==> src/rtl/core/lpcf_pkg.sv <==
`timescale 1ns / 1ps
// ----------------------------------------------------------------------------
// lpcf_pkg
// Shared types and constants of the local peak clip filter.
// ----------------------------------------------------------------------------
package lpcf_pkg;

   localparam int MAX_WIDTH   = 1024;
   localparam int PIXEL_BITS  = 8;
   localparam int COL_BITS    = $clog2(MAX_WIDTH);
   localparam int WIDTH_BITS  = 11;
   localparam int HEIGHT_BITS = 16;
   localparam int CSR_BITS    = 16;
   localparam int CSR_IDX_BITS = 1;

   typedef logic [PIXEL_BITS-1:0] pixel_type;
   typedef logic [COL_BITS-1:0]   addr_type;

   // register indexes of the configuration port
   localparam logic [CSR_IDX_BITS-1:0] CSR_IMAGE_WIDTH  = 1'b0;
   localparam logic [CSR_IDX_BITS-1:0] CSR_IMAGE_HEIGHT = 1'b1;

   // input word kinds
   localparam logic OP_PIXEL = 1'b0;
   localparam logic OP_DRAIN = 1'b1;

   // access of one line store in one cycle
   typedef struct packed {
      logic      en;
      logic      we;
      addr_type  addr;
      pixel_type wdata;
   } ram_req_type;

   // what the filter stage needs to know about one word
   typedef struct packed {
      logic      emit;
      logic      first_col;
      logic      has_left;
      logic      has_right;
      logic      has_up;
      logic      has_down;
      logic      capture;
      logic      row_end;
      logic      frame_end;
      logic      sel;
      pixel_type down;
   } item_type;

endpackage

==> src/rtl/core/lpcf_ctrl.sv <==
`timescale 1ns / 1ps
// ----------------------------------------------------------------------------
// lpcf_ctrl
// Configuration registers, raster counters and line store addressing.
// ----------------------------------------------------------------------------
module lpcf_ctrl (
   input  logic                                 clock,
   input  logic                                 reset,
   input  logic                                 csr_we,
   input  logic [lpcf_pkg::CSR_IDX_BITS-1:0]    csr_index,
   input  logic [lpcf_pkg::CSR_BITS-1:0]        csr_wdata,
   input  logic                                 accept,
   input  logic                                 req_op,
   input  lpcf_pkg::pixel_type                  req_pixel,
   output lpcf_pkg::ram_req_type                ram_a_req,
   output lpcf_pkg::ram_req_type                ram_b_req,
   output logic                                 item_valid,
   output lpcf_pkg::item_type                   item
);
   import lpcf_pkg::*;

   logic [WIDTH_BITS-1:0]  width_ff;
   logic [HEIGHT_BITS-1:0] height_ff;
   logic [COL_BITS-1:0]    col_ff, col_in;
   logic [WIDTH_BITS-1:0]  drain_ff, drain_in;
   logic [HEIGHT_BITS-1:0] row_ff, row_in;
   logic                   sel_ff, sel_in;

   logic [WIDTH_BITS-1:0]  w_eff;
   logic [HEIGHT_BITS-1:0] h_eff;
   logic                   is_pix;
   logic [WIDTH_BITS:0]    col_c;
   logic                   last;
   logic                   pass;
   logic                   go;
   addr_type               older_addr;
   addr_type               newer_addr;

   always_ff @(posedge clock) begin
      if (reset) begin
         width_ff  <= WIDTH_BITS'(1);
         height_ff <= HEIGHT_BITS'(1);
      end else if (csr_we) begin
         case (csr_index)
            CSR_IMAGE_WIDTH:  width_ff  <= csr_wdata[WIDTH_BITS-1:0];
            CSR_IMAGE_HEIGHT: height_ff <= csr_wdata[HEIGHT_BITS-1:0];
            default: ;
         endcase
      end
   end

   always_comb begin
      if (width_ff == '0) begin
         w_eff = WIDTH_BITS'(1);
      end else if (width_ff > WIDTH_BITS'(MAX_WIDTH)) begin
         w_eff = WIDTH_BITS'(MAX_WIDTH);
      end else begin
         w_eff = width_ff;
      end
      h_eff = (height_ff == '0) ? HEIGHT_BITS'(1) : height_ff;

      is_pix = (req_op == OP_PIXEL);
      col_c  = is_pix ? {{(WIDTH_BITS+1-COL_BITS){1'b0}}, col_ff} : {1'b0, drain_ff};
      last   = (col_c + (WIDTH_BITS+1)'(1)) >= {1'b0, w_eff};
      pass   = is_pix ? (row_ff < h_eff) : (row_ff >= h_eff);
      go     = accept & pass;

      older_addr = col_c[COL_BITS-1:0];
      newer_addr = col_c[COL_BITS-1:0] + COL_BITS'(1);

      // sel_ff high: middle store (b) holds the older row
      ram_a_req.en    = go;
      ram_a_req.we    = go & is_pix & ~sel_ff;
      ram_a_req.addr  = sel_ff ? newer_addr : older_addr;
      ram_a_req.wdata = req_pixel;
      ram_b_req.en    = go;
      ram_b_req.we    = go & is_pix & sel_ff;
      ram_b_req.addr  = sel_ff ? older_addr : newer_addr;
      ram_b_req.wdata = req_pixel;

      item_valid      = go;
      item.emit       = is_pix ? (row_ff != '0) : 1'b1;
      item.first_col  = (col_c == '0);
      item.has_left   = (col_c != '0);
      item.has_right  = ~last;
      item.has_up     = (row_ff > HEIGHT_BITS'(1));
      item.has_down   = is_pix;
      item.capture    = is_pix & (col_c == '0);
      item.row_end    = last;
      item.frame_end  = ~is_pix & last;
      item.sel        = sel_ff;
      item.down       = req_pixel;

      col_in   = col_ff;
      drain_in = drain_ff;
      row_in   = row_ff;
      sel_in   = sel_ff;
      if (go) begin
         if (is_pix) begin
            if (last) begin
               col_in = '0;
               row_in = row_ff + HEIGHT_BITS'(1);
               sel_in = ~sel_ff;
            end else begin
               col_in = col_ff + COL_BITS'(1);
            end
         end else if (last) begin
            col_in   = '0;
            drain_in = '0;
            row_in   = '0;
            sel_in   = 1'b0;
         end else begin
            drain_in = drain_ff + WIDTH_BITS'(1);
         end
      end
   end

   always_ff @(posedge clock) begin
      if (reset) begin
         col_ff   <= '0;
         drain_ff <= '0;
         row_ff   <= '0;
         sel_ff   <= 1'b0;
      end else begin
         col_ff   <= col_in;
         drain_ff <= drain_in;
         row_ff   <= row_in;
         sel_ff   <= sel_in;
      end
   end

endmodule

==> config.mk <==
export PLATFORM = sky130hd
export DESIGN_NAME = lpcf_ctrl
export DESIGN_NICKNAME = d
export VERILOG_FILES = /design/src/rtl/core/lpcf_pkg.sv /design/src/rtl/core/lpcf_ctrl.sv
export SDC_FILE = /design/constraint.sdc
export NUM_CORES = 1
export LEC_CHECK = 0
export BUFFER_PORTS_ARGS = -buffer_cell sky130_fd_sc_hd__buf_2
export CORE_UTILIZATION = 35
export CTS_BUF_LIST = sky130_fd_sc_hd__clkbuf_8
export DETAILED_ROUTE_END_ITERATION = 7
export GPL_TIMING_DRIVEN = 0
export PLACE_DENSITY = 0.58
export SLEW_MARGIN = 10
export SYNTH_ARGS = -nofsm -noshare
export SYNTH_HDL_FRONTEND = slang
export SYNTH_SLANG_ARGS = --single-unit
export TNS_END_PERCENT = 50
==> constraint.sdc <==
create_clock -name clock -period 10.2 [get_ports clock]
set_clock_uncertainty 0.15 [all_clocks]
set_input_delay 1.02 -clock clock [delete_from_list [all_inputs] [get_ports clock]]
set_output_delay 1.02 -clock clock [all_outputs]
set_load 0.05 [all_outputs]
# Word-level counts from Yosys, hierarchy flattened
# Cells that the tools add are included.
[totals]
inputBits = 30
output_inout_bits = 59
wordCells = 55
register_bits = 65
[op_classes]
n_bitwise = 10
addsub = 5
eq_ne = 1
order_cmp = 5
reduce_logical = 10
mux = 18
[op_table]
columns = ["operator", "n"]
rows = [
  ["2-to-1 mux 16 bit", 4],
  ["2-to-1 mux 10 bit", 5],
  ["2-to-1 mux 11 bit", 4],
  ["adder 10 x 1 -> 10 bit (second input constant)", 2],
  ["adder 16 x 1 -> 16 bit (second input constant)", 1],
  [">= comparator 16 bit", 1],
  ["greater-than comparator 16 x 1 -> 1 bit (second input constant)", 1],
  ["zero test 16 bit", 1],
  ["less-than comparator 16 bit", 1],
  ["nonzero test 16 bit", 1],
  ["adder 11 x 1 -> 12 bit (second input constant)", 1],
  [">= comparator 12 x 11 -> 1 bit", 1],
  ["zero test 12 bit", 1],
  ["nonzero test 12 bit", 1],
  ["adder 11 x 1 -> 11 bit (second input constant)", 1],
  ["greater-than comparator 11 bit (second input constant)", 1],
  ["zero test 11 bit", 1],
  ["AND reduction 2 bit", 5],
  ["AND 1 bit", 6],
  ["2-to-1 mux 1 bit", 5],
  ["NOT 1 bit", 4],
  ["inequality test 2 x 1 -> 1 bit (second input constant)", 1],
]

# Logic depth before layout (Yosys ltp)
[depth]
ltp_word = 7
ltp_mapped = 20
ltp_nobuf = 15

# Least setup slack after synthesis
# OpenSTA, ideal clock, no wires.
[synth_timing]
path_type = "input -> output"
start = "in req_op"
end = "out item[9] (netlist name)"
arrival_time_ps = 5388
required_time_ps = 9030
slack_ps = 3642
stages = 16
n_path_buf = 4
cell_sequence = "buf_4 -> buf_2 -> buf_1 -> mux2i_1 -> inv_1 -> ha_1 -> nand2_1 -> or3_1 -> clkbuf_1 -> or4b_1 -> xor2_1 -> ha_1 -> a21oi_1 -> o21ai_1 -> nor2_1 -> nor2_1"
[synth_rtl]
columns = ["element", "line", "text"]
rows = [
  ["from (decl)", "lpcf_ctrl.sv:13", "input logic req_op,"],
  ["to (decl)", "lpcf_ctrl.sv:18", "output lpcf_pkg::item_type item"],
]

# Final worst setup path
[layout_timing]
start = "in req_op"
end = "out item[10] (netlist name)"
[layout_via]
elab_chain_cells = 3
[layout_lines]
columns = ["element", "line", "text"]
rows = [
  ["2-to-1 mux 11 bit", "lpcf_ctrl.sv:63", "col_c = is_pix ? {{(WIDTH_BITS+1-COL_BITS){1'b0}}, col_ff} : {1'b0, drain_ff};"],
  ["adder 11 x 1 -> 12 bit", "lpcf_ctrl.sv:64", "last = (col_c + (WIDTH_BITS+1)'(1)) >= {1'b0, w_eff};"],
  [">= comparator 12 x 11 -> 1 bit", "lpcf_ctrl.sv:64", ""],
]
# No other way between the ends.

==> results.ini <==
[placement]
io_buffers=79
dp_slack_ns=3.30
gp_congestion=0.869
placed_cell_area_um2=5230
dp.cells=845
post-dp-hpwl_mm=10.0

[setup_path]
crit_chain=buf_2, buf_4, buf_2, buf_1, mux2i_1, inv_1, ha_1, nand2_1, or3_1, clkbuf_1, xor2_1, ha_1, a21oi_1, nand2_1, a221oi_1, a21oi_1, nor2_1, inv_2, buf_4, buf_2
startpoint_type=input pin
cp_slowest_stage_delay_ns=0.55
cp.arrival_ns=5.76
critPathCaptureType=primary output
cp-startpoint=req_op
required_ns=9.03
criticalPathCategory=in2out
crit_top_cell=buf_2
r2r-start=col_ff[0]
slowest_stage=buf_1
critical_path.max_fanout=10

[drt]
vias=4509
drtIter0Drc=224
drtAntennaViolNets=0
wl_per_cell_um=14.8
firstDrtPassIters=6
wirelength_mm=12.7
drc=0
viasPerCell=5.24

[final_layout]
drive_gt1_share_pct=21.9
area_growth_pct=18.1
fin_cells=861
num_antenna_cells=0
nNetsFinal=748
fin_area_um2=5450
final_util_pct=42.9

[timing]
fin_crit_sh_pct=68.0
slew_violations=0
setup_ws_ns=3.27
final.setup.tns_ns=0
worst_slew_pin_slew_ns=0.770
final-setup-viol-count=0
finalHoldViolCount=0
rsz0062_at_grt=no
hold_ws_ns=0.327
period_minus_slack_ns=6.93
slew_headroom_pct=48.2
fmax_mhz=144

[synthesis]
syn_avg_cell_area_um2=7.77
synthFlopType=dfxtp_1
synthCells=594
seq_area_frac_synth_pct=28.2
synth_edf_count=0
yosysUniqueCellTypes=66
synth-warning-count=0
ys_ff_latch=65
synth_area_um2=4620
synth_nets=658
ys_async_sr_fraction_pct=0

[clock_network]
clkTransAtPathRegs_ns=0.08
htreeDepth=3
cts.path.max_buffers=2
clock-root-buffer=clkbuf_8
cts_tree=done
cts_resized=0
hold_buffers=0
post_cts_buffers=0
numCtsBuffers=9
clkLatencyLatePin_ns=0.35
cts.sinks=65

[die]
dieArea_um2=13700
initial_core_util_pct=36.3
coreArea_um2=12700
rows=41
die_x_um=117
io_pins=89
die_h_um=117

[min_path]
hp-start=width_ff[2]
hold_class=reg2reg

[global_route]
track_usage_pct=19.3
grt_pass1_wl_mm=20.3
grt_max_degree=14
grt_overflow=0
grt_pass1_vias=4020
grt_antenna_before_repair=0

[power]
p_leak_nw=2.37
vdd_drop_max_uv=88.2
powerDensity_nw_per_um2=125
power_mw=0.679

[flow_run]
maxCapViolations=0

[outcome]
status=complete, no violations

cell usage after synthesis (6+ instances only):
master	count	area, um2
clkbuf_1	14	52.6
ha_1	34	425
mux2i_1	10	100
or3_1	6	37.5
buf_2	6	30.0
nand3_1	32	160
and3_1	13	81.3
buf_4	31	233
a21oi_1	41	205
o211ai_1	7	52.6
o21ai_0	12	60.1
nand2_1	95	357
nor3_1	11	55.1
xnor2_1	17	149
a21o_1	7	52.6
o31ai_1	8	60.1
xor2_1	18	158
a31oi_1	7	43.8
nor4_1	10	62.6
nand4_1	10	62.6
nor2_1	38	143
dfxtp_1	65	1300
inv_1	28	105
and2_1	7	43.8
registers in the layout, indices dropped and copies added (netlist names):
name and cells:
sel_ff 1, width_ff 11, row_ff 16, height_ff 16
col_ff 10, drain_ff 11
critical path, delay by kind of cell:
family                     cells  cell delay (ns)
AOI/OAI and AO/OA              3             0.73
xor gates and xnor gates       1             0.17
adders and majority gates      2             0.58
buffers and inverters          9             1.90
muxes                          1             0.32
and+or+nand+nor                4             1.02
kinds of logic after synthesis:
logic type / Yosys count / synth area share [%]
AO/OA/AOI/OAI: 115 / 16.6
XOR/XNOR: 35 / 6.64
adder cells (fa/ha/maj): 34 / 9.21
buffers and inverters: 86 / 10.2
flip-flops: 65 / 28.2
multiplexers: 12 / 2.66
AND/OR/NAND/NOR: 247 / 26.5
final cells by class:
class	instances	area [um2]
clock inverters	7	101
flip-flops and latches	65	1300
plain buffers	55	355
well taps	172	215
clock buffers	9	124
inverters	31	116
multi-input cells	443	2850
repair buffers	79	395
fillers	1358	7270
power breakdown:
part           switching (mW)  internal (mW)
clock network           0.116          0.140
registers             0.00626          0.260
logic                   0.110         0.0466
placed cells by master (no fill, tap or decap), drive strengths merged, types with 5 or more instances in the layout:
cell type  instances
xor2              18
or3                6
and3              13
o31ai              8
a21o               8
a31oi              7
o21ai             16
nor2              38
a21oi             41
clkbuf            24
o211ai             7
inv               32
ha                34
and2               9
nand3             32
nor3              12
dfxtp             65
nand2             95
mux2i             10
nor4              12
nand2b             5
xnor2             17
nand4             12
buf              119
layer usage:
layer	GRT usage (%)	part of all wire [%]	routed length (um)
met1	26.2	46	5870
met4	5.23	1.4	179
met3	3.55	5.1	649
met5	0	0	0
met2	31.4	47	6010
path summary, 6_finish.rpt:
check | endpoint | slack, ns | cells after the start
max | item[10] | 3.27 | 20
min reg2reg | width_ff[2] | 0.33 | 2
max reg2reg | sel_ff | 5.72 | 17
min | width_ff[2] | 0.33 | 2
(Power assumes the default switching activity.)
