==> config.mk <==
export PLATFORM = sky130hd
export DESIGN_NAME = lpcf_window
export DESIGN_NICKNAME = d
export VERILOG_FILES = /design/src/rtl/core/lpcf_pkg.sv /design/src/rtl/core/lpcf_window.sv
export SDC_FILE = /design/constraint.sdc
export NUM_CORES = 1
export LEC_CHECK = 0
export BUFFER_PORTS_ARGS = -buffer_cell sky130_fd_sc_hd__buf_2
export CORE_MARGIN = 1
export CORE_UTILIZATION = 60
export CTS_BUF_LIST = sky130_fd_sc_hd__clkbuf_8
export DETAILED_ROUTE_END_ITERATION = 8
export PLACE_DENSITY = 0.83
export REMOVE_ABC_BUFFERS = 1
export SLEW_MARGIN = 15
export SYNTH_ARGS = -nofsm -noshare
export SYNTH_HDL_FRONTEND = slang
export SYNTH_SLANG_ARGS = --single-unit
export TNS_END_PERCENT = 50
==> constraint.sdc <==
create_clock -name clock -period 5.1 [get_ports clock]
set_clock_uncertainty 0.05 [all_clocks]
set_input_delay 0.255 -clock clock [delete_from_list [all_inputs] [get_ports clock]]
set_output_delay 0.255 -clock clock [all_outputs]
set_load 0.01 [all_outputs]
==> src/rtl/core/lpcf_pkg.sv <==
`timescale 1ns / 1ps
// ----------------------------------------------------------------------------
// lpcf_pkg
// Shared types and constants of the local peak clip filter.
// ----------------------------------------------------------------------------
package lpcf_pkg;

   localparam int MAX_WIDTH   = 1024;
   localparam int PIXEL_BITS  = 8;
   localparam int COL_BITS    = $clog2(MAX_WIDTH);
   localparam int WIDTH_BITS  = 11;
   localparam int HEIGHT_BITS = 16;
   localparam int CSR_BITS    = 16;
   localparam int CSR_IDX_BITS = 1;

   typedef logic [PIXEL_BITS-1:0] pixel_type;
   typedef logic [COL_BITS-1:0]   addr_type;

   // register indexes of the configuration port
   localparam logic [CSR_IDX_BITS-1:0] CSR_IMAGE_WIDTH  = 1'b0;
   localparam logic [CSR_IDX_BITS-1:0] CSR_IMAGE_HEIGHT = 1'b1;

   // input word kinds
   localparam logic OP_PIXEL = 1'b0;
   localparam logic OP_DRAIN = 1'b1;

   // access of one line store in one cycle
   typedef struct packed {
      logic      en;
      logic      we;
      addr_type  addr;
      pixel_type wdata;
   } ram_req_type;

   // what the filter stage needs to know about one word
   typedef struct packed {
      logic      emit;
      logic      first_col;
      logic      has_left;
      logic      has_right;
      logic      has_up;
      logic      has_down;
      logic      capture;
      logic      row_end;
      logic      frame_end;
      logic      sel;
      pixel_type down;
   } item_type;

endpackage

==> src/rtl/core/lpcf_window.sv <==
`timescale 1ns / 1ps
// ----------------------------------------------------------------------------
// lpcf_window
// Neighbor window over the newer row, peak clip and output register.
// ----------------------------------------------------------------------------
module lpcf_window (
   input  logic                clock,
   input  logic                reset,
   input  logic                item_valid,
   input  lpcf_pkg::item_type  item,
   input  lpcf_pkg::pixel_type ram_a_rdata,
   input  lpcf_pkg::pixel_type ram_b_rdata,
   output logic                s1_free,
   output logic                rsp_valid,
   input  logic                rsp_ready,
   output lpcf_pkg::pixel_type rsp_pixel,
   output logic                rsp_row_end,
   output logic                rsp_frame_end
);
   import lpcf_pkg::*;

   logic      s1_valid_ff;
   item_type  s1_item_ff;
   pixel_type row0_ff;
   pixel_type ctr_ff;
   pixel_type lft_ff;
   logic      rsp_valid_ff;
   pixel_type rsp_pixel_ff;
   logic      rsp_row_end_ff;
   logic      rsp_frame_end_ff;

   pixel_type newer_rd, older_rd, center, best, max_a, max_b;
   pixel_type nb_up, nb_dn, nb_lf, nb_rt, result;
   logic      peak;
   logic      consume;

   always_comb begin
      newer_rd = s1_item_ff.sel ? ram_a_rdata : ram_b_rdata;
      older_rd = s1_item_ff.sel ? ram_b_rdata : ram_a_rdata;
      // column zero of the newer row is kept aside when it is written
      center   = s1_item_ff.first_col ? row0_ff : ctr_ff;

      peak = (~s1_item_ff.has_up    | (older_rd      < center)) &
             (~s1_item_ff.has_down  | (s1_item_ff.down < center)) &
             (~s1_item_ff.has_left  | (lft_ff        < center)) &
             (~s1_item_ff.has_right | (newer_rd      < center));

      nb_up = s1_item_ff.has_up    ? older_rd        : '0;
      nb_dn = s1_item_ff.has_down  ? s1_item_ff.down : '0;
      nb_lf = s1_item_ff.has_left  ? lft_ff          : '0;
      nb_rt = s1_item_ff.has_right ? newer_rd        : '0;
      max_a = (nb_up > nb_dn) ? nb_up : nb_dn;
      max_b = (nb_lf > nb_rt) ? nb_lf : nb_rt;
      best  = (max_a > max_b) ? max_a : max_b;

      result  = peak ? best : center;
      s1_free = ~s1_valid_ff | ~rsp_valid_ff | rsp_ready;
      consume = s1_valid_ff & s1_free;
   end

   always_ff @(posedge clock) begin
      if (reset) begin
         s1_valid_ff  <= 1'b0;
         rsp_valid_ff <= 1'b0;
      end else begin
         if (s1_free) begin
            s1_valid_ff <= item_valid;
         end
         if (consume && s1_item_ff.emit) begin
            rsp_valid_ff <= 1'b1;
         end else if (rsp_ready) begin
            rsp_valid_ff <= 1'b0;
         end
      end
   end

   always_ff @(posedge clock) begin
      if (s1_free) begin
         s1_item_ff <= item;
      end
      if (consume) begin
         ctr_ff <= newer_rd;
         lft_ff <= center;
         if (s1_item_ff.capture) begin
            row0_ff <= s1_item_ff.down;
         end
         if (s1_item_ff.emit) begin
            rsp_pixel_ff     <= result;
            rsp_row_end_ff   <= s1_item_ff.row_end;
            rsp_frame_end_ff <= s1_item_ff.frame_end;
         end
      end
   end

   assign rsp_valid     = rsp_valid_ff;
   assign rsp_pixel     = rsp_pixel_ff;
   assign rsp_row_end   = rsp_row_end_ff;
   assign rsp_frame_end = rsp_frame_end_ff;

endmodule

### After elaboration in Yosys (flattened, before gate mapping)

Cells that the tools add are included.

| operators by class | value |
|---|---|
| order comparisons | 7 |
| muxes and demuxes | 13 |
| bitwise logic cells | 16 |
| reductions and logical operators | 4 |

Operator list:

| cell | number |
|---|---|
| $mux W8 | 11 |
| $lt A8 B8 Y1 | 4 |
| $gt A8 B8 Y1 | 3 |
| $not A1 Y1 | 6 |
| $or A1 B1 Y1 | 6 |
| $and A1 B1 Y1 | 4 |
| $reduce_and A2 Y1 | 2 |
| $mux W1 | 2 |
| $reduce_bool A2 Y1 | 1 |
| $logic_and A1 B1 Y1 | 1 |

| word-level totals | value |
|---|---|
| flip-flop bits (word level) | 54 |
| input bits | 38 |
| output and inout bits | 12 |
| logic and storage cells | 59 |

### Longest topological paths before layout

| depth | value |
|---|---|
| depth after elaboration | 7 |
| mapped depth | 22 |
| mapped depth without buffers | 17 |

### Worst setup path after synthesis

Ideal clock, no wire load.

| path | value |
|---|---|
| path type | flip-flop to flip-flop |
| start point | register s1_item_ff[8] (netlist name) |
| end point | register rsp_pixel_ff[5] (netlist: rsp_pixel[5]) (data pin) |
| setup time | 0.270 ns |
| data arrival time | 4.356 ns |
| required time | 4.780 ns |
| slack | 0.424 ns |
| stages on the path, launching flop included | 22 |
| path buffers | 6 |
| period minus slack after synthesis | 4.676 ns |
| cells stage by stage | edfxtp_1 buf_6 clkbuf_1 mux2_2 nand2_1 ha_1 nor2b_1 o211ai_1 a211o_1 clkbuf_1 and2_0 clkbuf_1 clkbuf_1 a31oi_1 ha_1 nand3_1 o21bai_1 a21o_1 a21oi_1 clkbuf_1 and3_1 o41ai_2 |

| on the way | value |
|---|---|
| word-level cells in the longest chain between the ends | 7 |
| elaborated cells on any way between the ends | 18 |
| classes of those cells | order compare (5); mux (8); bitwise (5) |

RTL lines:

| item | line | source |
|---|---|---|
| start: declaration | lpcf_window.sv:23 | `item_type s1_item_ff;` |
| start signal: assignment | lpcf_window.sv:79 | `s1_item_ff <= item;` |
| $mux W8 (*) | lpcf_window.sv:38 | `newer_rd = s1_item_ff.sel ? ram_a_rdata : ram_b_rdata;` |
| net newer_rd[1] | lpcf_window.sv:32 | `pixel_type newer_rd, older_rd, center, best, max_a, max_b;` |
| $mux W8 | lpcf_window.sv:51 | `nb_rt = s1_item_ff.has_right ? newer_rd : '0;` |
| $gt A8 B8 Y1 | lpcf_window.sv:53 | `max_b = (nb_lf > nb_rt) ? nb_lf : nb_rt;` |
| $mux W8 | lpcf_window.sv:53 |  |
| $gt A8 B8 Y1 | lpcf_window.sv:54 | `best = (max_a > max_b) ? max_a : max_b;` |
| $mux W8 | lpcf_window.sv:54 |  |
| $mux W8 (*) | lpcf_window.sv:56 | `result = peak ? best : center;` |
| net result[5] | lpcf_window.sv:33 | `pixel_type nb_up, nb_dn, nb_lf, nb_rt, result;` |
| end signal: assignment | lpcf_window.sv:88 | `rsp_pixel_ff <= result;` |
| end: declaration | lpcf_window.sv:28 | `pixel_type rsp_pixel_ff;` |

The timed path passes the listed nets; every way through them passes the cells marked *.
A chain may end at the register's enable or synchronous reset.

### Worst setup path after layout

| path | value |
|---|---|
| start point | register s1_item_ff[8] (netlist name) |
| end point | register rsp_pixel_ff[6] (netlist: rsp_pixel[6]) (data pin) |

| on the way | value |
|---|---|
| word-level cells in the longest chain between the ends | 7 |
| elaborated cells on any way between the ends | 18 |
| classes of those cells | order compare (5); mux (8); bitwise (5) |

RTL lines:

| item | line | source |
|---|---|---|
| $mux W8 (on tied branches) | lpcf_window.sv:39, lpcf_window.sv:38 |  |
| $mux W8, or another cell as far along | lpcf_window.sv:48 | `nb_up = s1_item_ff.has_up ? older_rd : '0;` |
| $gt A8 B8 Y1, or another cell as far along | lpcf_window.sv:52 | `max_a = (nb_up > nb_dn) ? nb_up : nb_dn;` |
| $mux W8, or another cell as far along | lpcf_window.sv:52 |  |
| $gt A8 B8 Y1 / $and A1 B1 Y1 (equally long branches) | lpcf_window.sv:54, lpcf_window.sv:44 |  |
| $mux W8 / $and A1 B1 Y1 (equally long branches) | lpcf_window.sv:54, lpcf_window.sv:45 |  |
| $mux W8 (*) | lpcf_window.sv:56 |  |
| net result[6] | lpcf_window.sv:33 |  |

Marks and branches as above.

==> metrics <==
result of the run=completed; Hold WC Path Type=in -> reg; max_slew headroom=0.469; CP startpoint kind=register; Setup crit start=s1_item_ff[8]$_DFFE_PN_; net switching power=415 uW; Skew-Pair Late Insertion Delay=0.32 ns; reg2reg start=s1_item_ff[8]$_DFFE_PN_; dpl cell area=4190 sq um; Detail Route Antenna Nets=0; leakage power=0.00198 uW; Pint=841 uW; Async SR Flop Fraction=0; Post-Route Utilization=0.683; die area=approximately 7000 sq um; GRT Resource Usage Total=0.291; RePlAce Congestion=0.966; DR iter-0 viols=373; Yosys Warn Count=0; Vias=3,169; core footprint=~6300 sq um; ranking of synthesized cells by area=edfxtp_1 (40%), ha_1 (16%), mux2_2 (6.3%); initial antenna violation count=0; post-synthesis instance area=~4000 sq um; final setup violation count=0; Sink Count=54; total routed wirelength=about 9700 microns; Crit Path Class=reg -> reg; commonest non-fill, non-tap cell in the layout=edfxtp_1; WL/cell=19.8 microns; fin. max-slew vios=0; CTS resizes=0; Hold WS=0.0574 ns; max_cap viols=0; hpwl dp=7520 microns; n_diodes=0; post-synth top area cell=edfxtp_1; TritonCTS buffer count=5; initial core utilization=0.621; Worst Setup End Kind=register; Switching Share=0.330; via/cell ratio=approximately 6.5; Required @ worst endpoint=5.17 ns; Power per Cell Area=291 nW/um^2; WP data arrival=between 4 and 5 ns; Top FF cell, synth=edfxtp_1; nets=500; Post-Syn Area per Cell=10.6 sq um; Die H=82.8 microns; CTS Root Cell=clkbuf_8; row count=29; Gate Count Post-Synth=370; I/O pin count=50; number of library cell types mapped by synthesis=46; DRT Pass-1 Iters=6; Post CTS Setup Buffer Count=0; Post-synth EDFFs=52; GRT Residual Overflow=0; Syn-to-layout area delta=9.96%; number of global-route vias before repair=3,214; crit-path max FO=24; largest net degree at the start of global routing=25; clock buffer depth=2; sequential power share=0.429; Residual DRC=0; RSZ-0062 raised after global routing=no; final setup TNS=0 ns; Tcrit/Tclk final=0.921; post-synth top area share=0.398; Tmin final=4.70 ns; htree depth=2; FMAX=213 MHz; Worst Hold Launch=reset; share of cells above drive strength 1=0.233; worst slew pin tran=0.797 ns; first-pass GRT wire length=15,600 microns; TritonCTS clock tree=done; Combinational Power Share=0.331; Yosys reg bits=54; PortBufs=between 40 and 50; register clock-pin slew on the reported worst setup and hold paths=0.10 ns; most frequent cells in the layout=edfxtp_1 (52), ha_1 (51), buf_2 (49), nand2_1 (46), inv_1 (26); post-route cell area=4310 sq um; Hold Fails Final Rpt=0; number of hold buffers added after cts=0; sequential share of the synthesized area=0.408; DIE WIDTH=82.8 microns; clock network power share=0.240; Max VDD drop=200 uV
==> flip-flops by register name (all words and copies together) (netlist names) <==
name and flops:
rsp_row_end 1, rsp_pixel 8, s1_valid_ff 1, s1_item_ff 18, rsp_valid 1, rsp_frame_end 1
ctr_ff 8, row0_ff 8, lft_ff 8
==> power groups by stage <==
stage	combinational [uW]	sequential (uW)	clock [uW]
finish	416	538	301
global route	456	541	318
CTS	407	537	303
detailed placement	403	548	0
global placement	390	546	0
floorplan	287	543	0
==> area by class of cell <==
class,count,area (sq um)
well taps,77,96.3
fillers,487,2000
flip-flops and latches,54,1600
inverters,26,97.6
clock buffers,5,68.8
repair buffers,53,275
clock inverters,3,48.8
multi-input cells,271,2120
==> synthesized netlist by cell type, types with 8 or more instances <==
library cell / n
edfxtp_1: 52
clkbuf_1: 13
o41ai_2: 8
a21o_1: 9
o21ai_0: 14
nand2_1: 46
mux2_2: 22
nor2_1: 11
ha_1: 51
a31oi_1: 9
a21oi_1: 19
inv_1: 26
and3_1: 18
o31ai_1: 8
==> routing by layer <==
metal  global-route usage  share of wire
met5                    0              0
met1                0.344           0.38
met3               0.0686          0.098
met4                0.133          0.043
met2                0.501           0.47
==> worst paths after layout <==
path              cells past startpoint                        to  slack, ns
setup / recovery                     17    rsp_pixel[6]$_DFFE_PP_       0.40
hold / removal                        2  s1_valid_ff$_SDFFE_PP0N_       0.06
setup reg to reg                     17    rsp_pixel[6]$_DFFE_PP_       0.40
hold reg to reg                       0     rsp_row_end$_DFFE_PP_       0.38
==> metrics by stage <==
step	total power, uW	setup WS [ns]	instances
after floorplan	831	0.459	351
after global placement	936	0.684	481
after detailed placement	951	0.514	481
after CTS	1250	0.456	489
after global routing	1310	0.0608	489
final	1260	0.404	489
==> logic make-up (layout without fill, tap and decap cells) <==
| kind of cell | Yosys count | in the layout | share of synthesized area |
|---|---|---|---|
| xor gates and xnor gates | 1 | 1 | 0.00223 |
| adders and majority gates | 51 | 51 | 0.163 |
| DFF | 54 | 54 | 0.408 |
| and+or+nand+nor | 98 | 98 | 0.119 |
| muxes | 25 | 25 | 0.0721 |
| buffers and inverters | 45 | 87 | 0.0501 |
| AOI/OAI and AO/OA | 96 | 96 | 0.186 |
==> worst max-delay path: stages, from the launching register on <==
cell and delay (ns):
edfxtp_1 0.79, mux2_2 0.44, nand2_1 0.09, inv_1 0.06, ha_1 0.32, a31o_2 0.24
a221o_1 0.36, o211a_1 0.30, nand2_1 0.13, o21ai_0 0.10, ha_1 0.34, a21o_1 0.19
a21oi_1 0.15, a21o_1 0.13, a21oi_1 0.06, buf_4 0.20, and3_1 0.21, o41ai_2 0.35
Power figures use the tool's default switching activity.
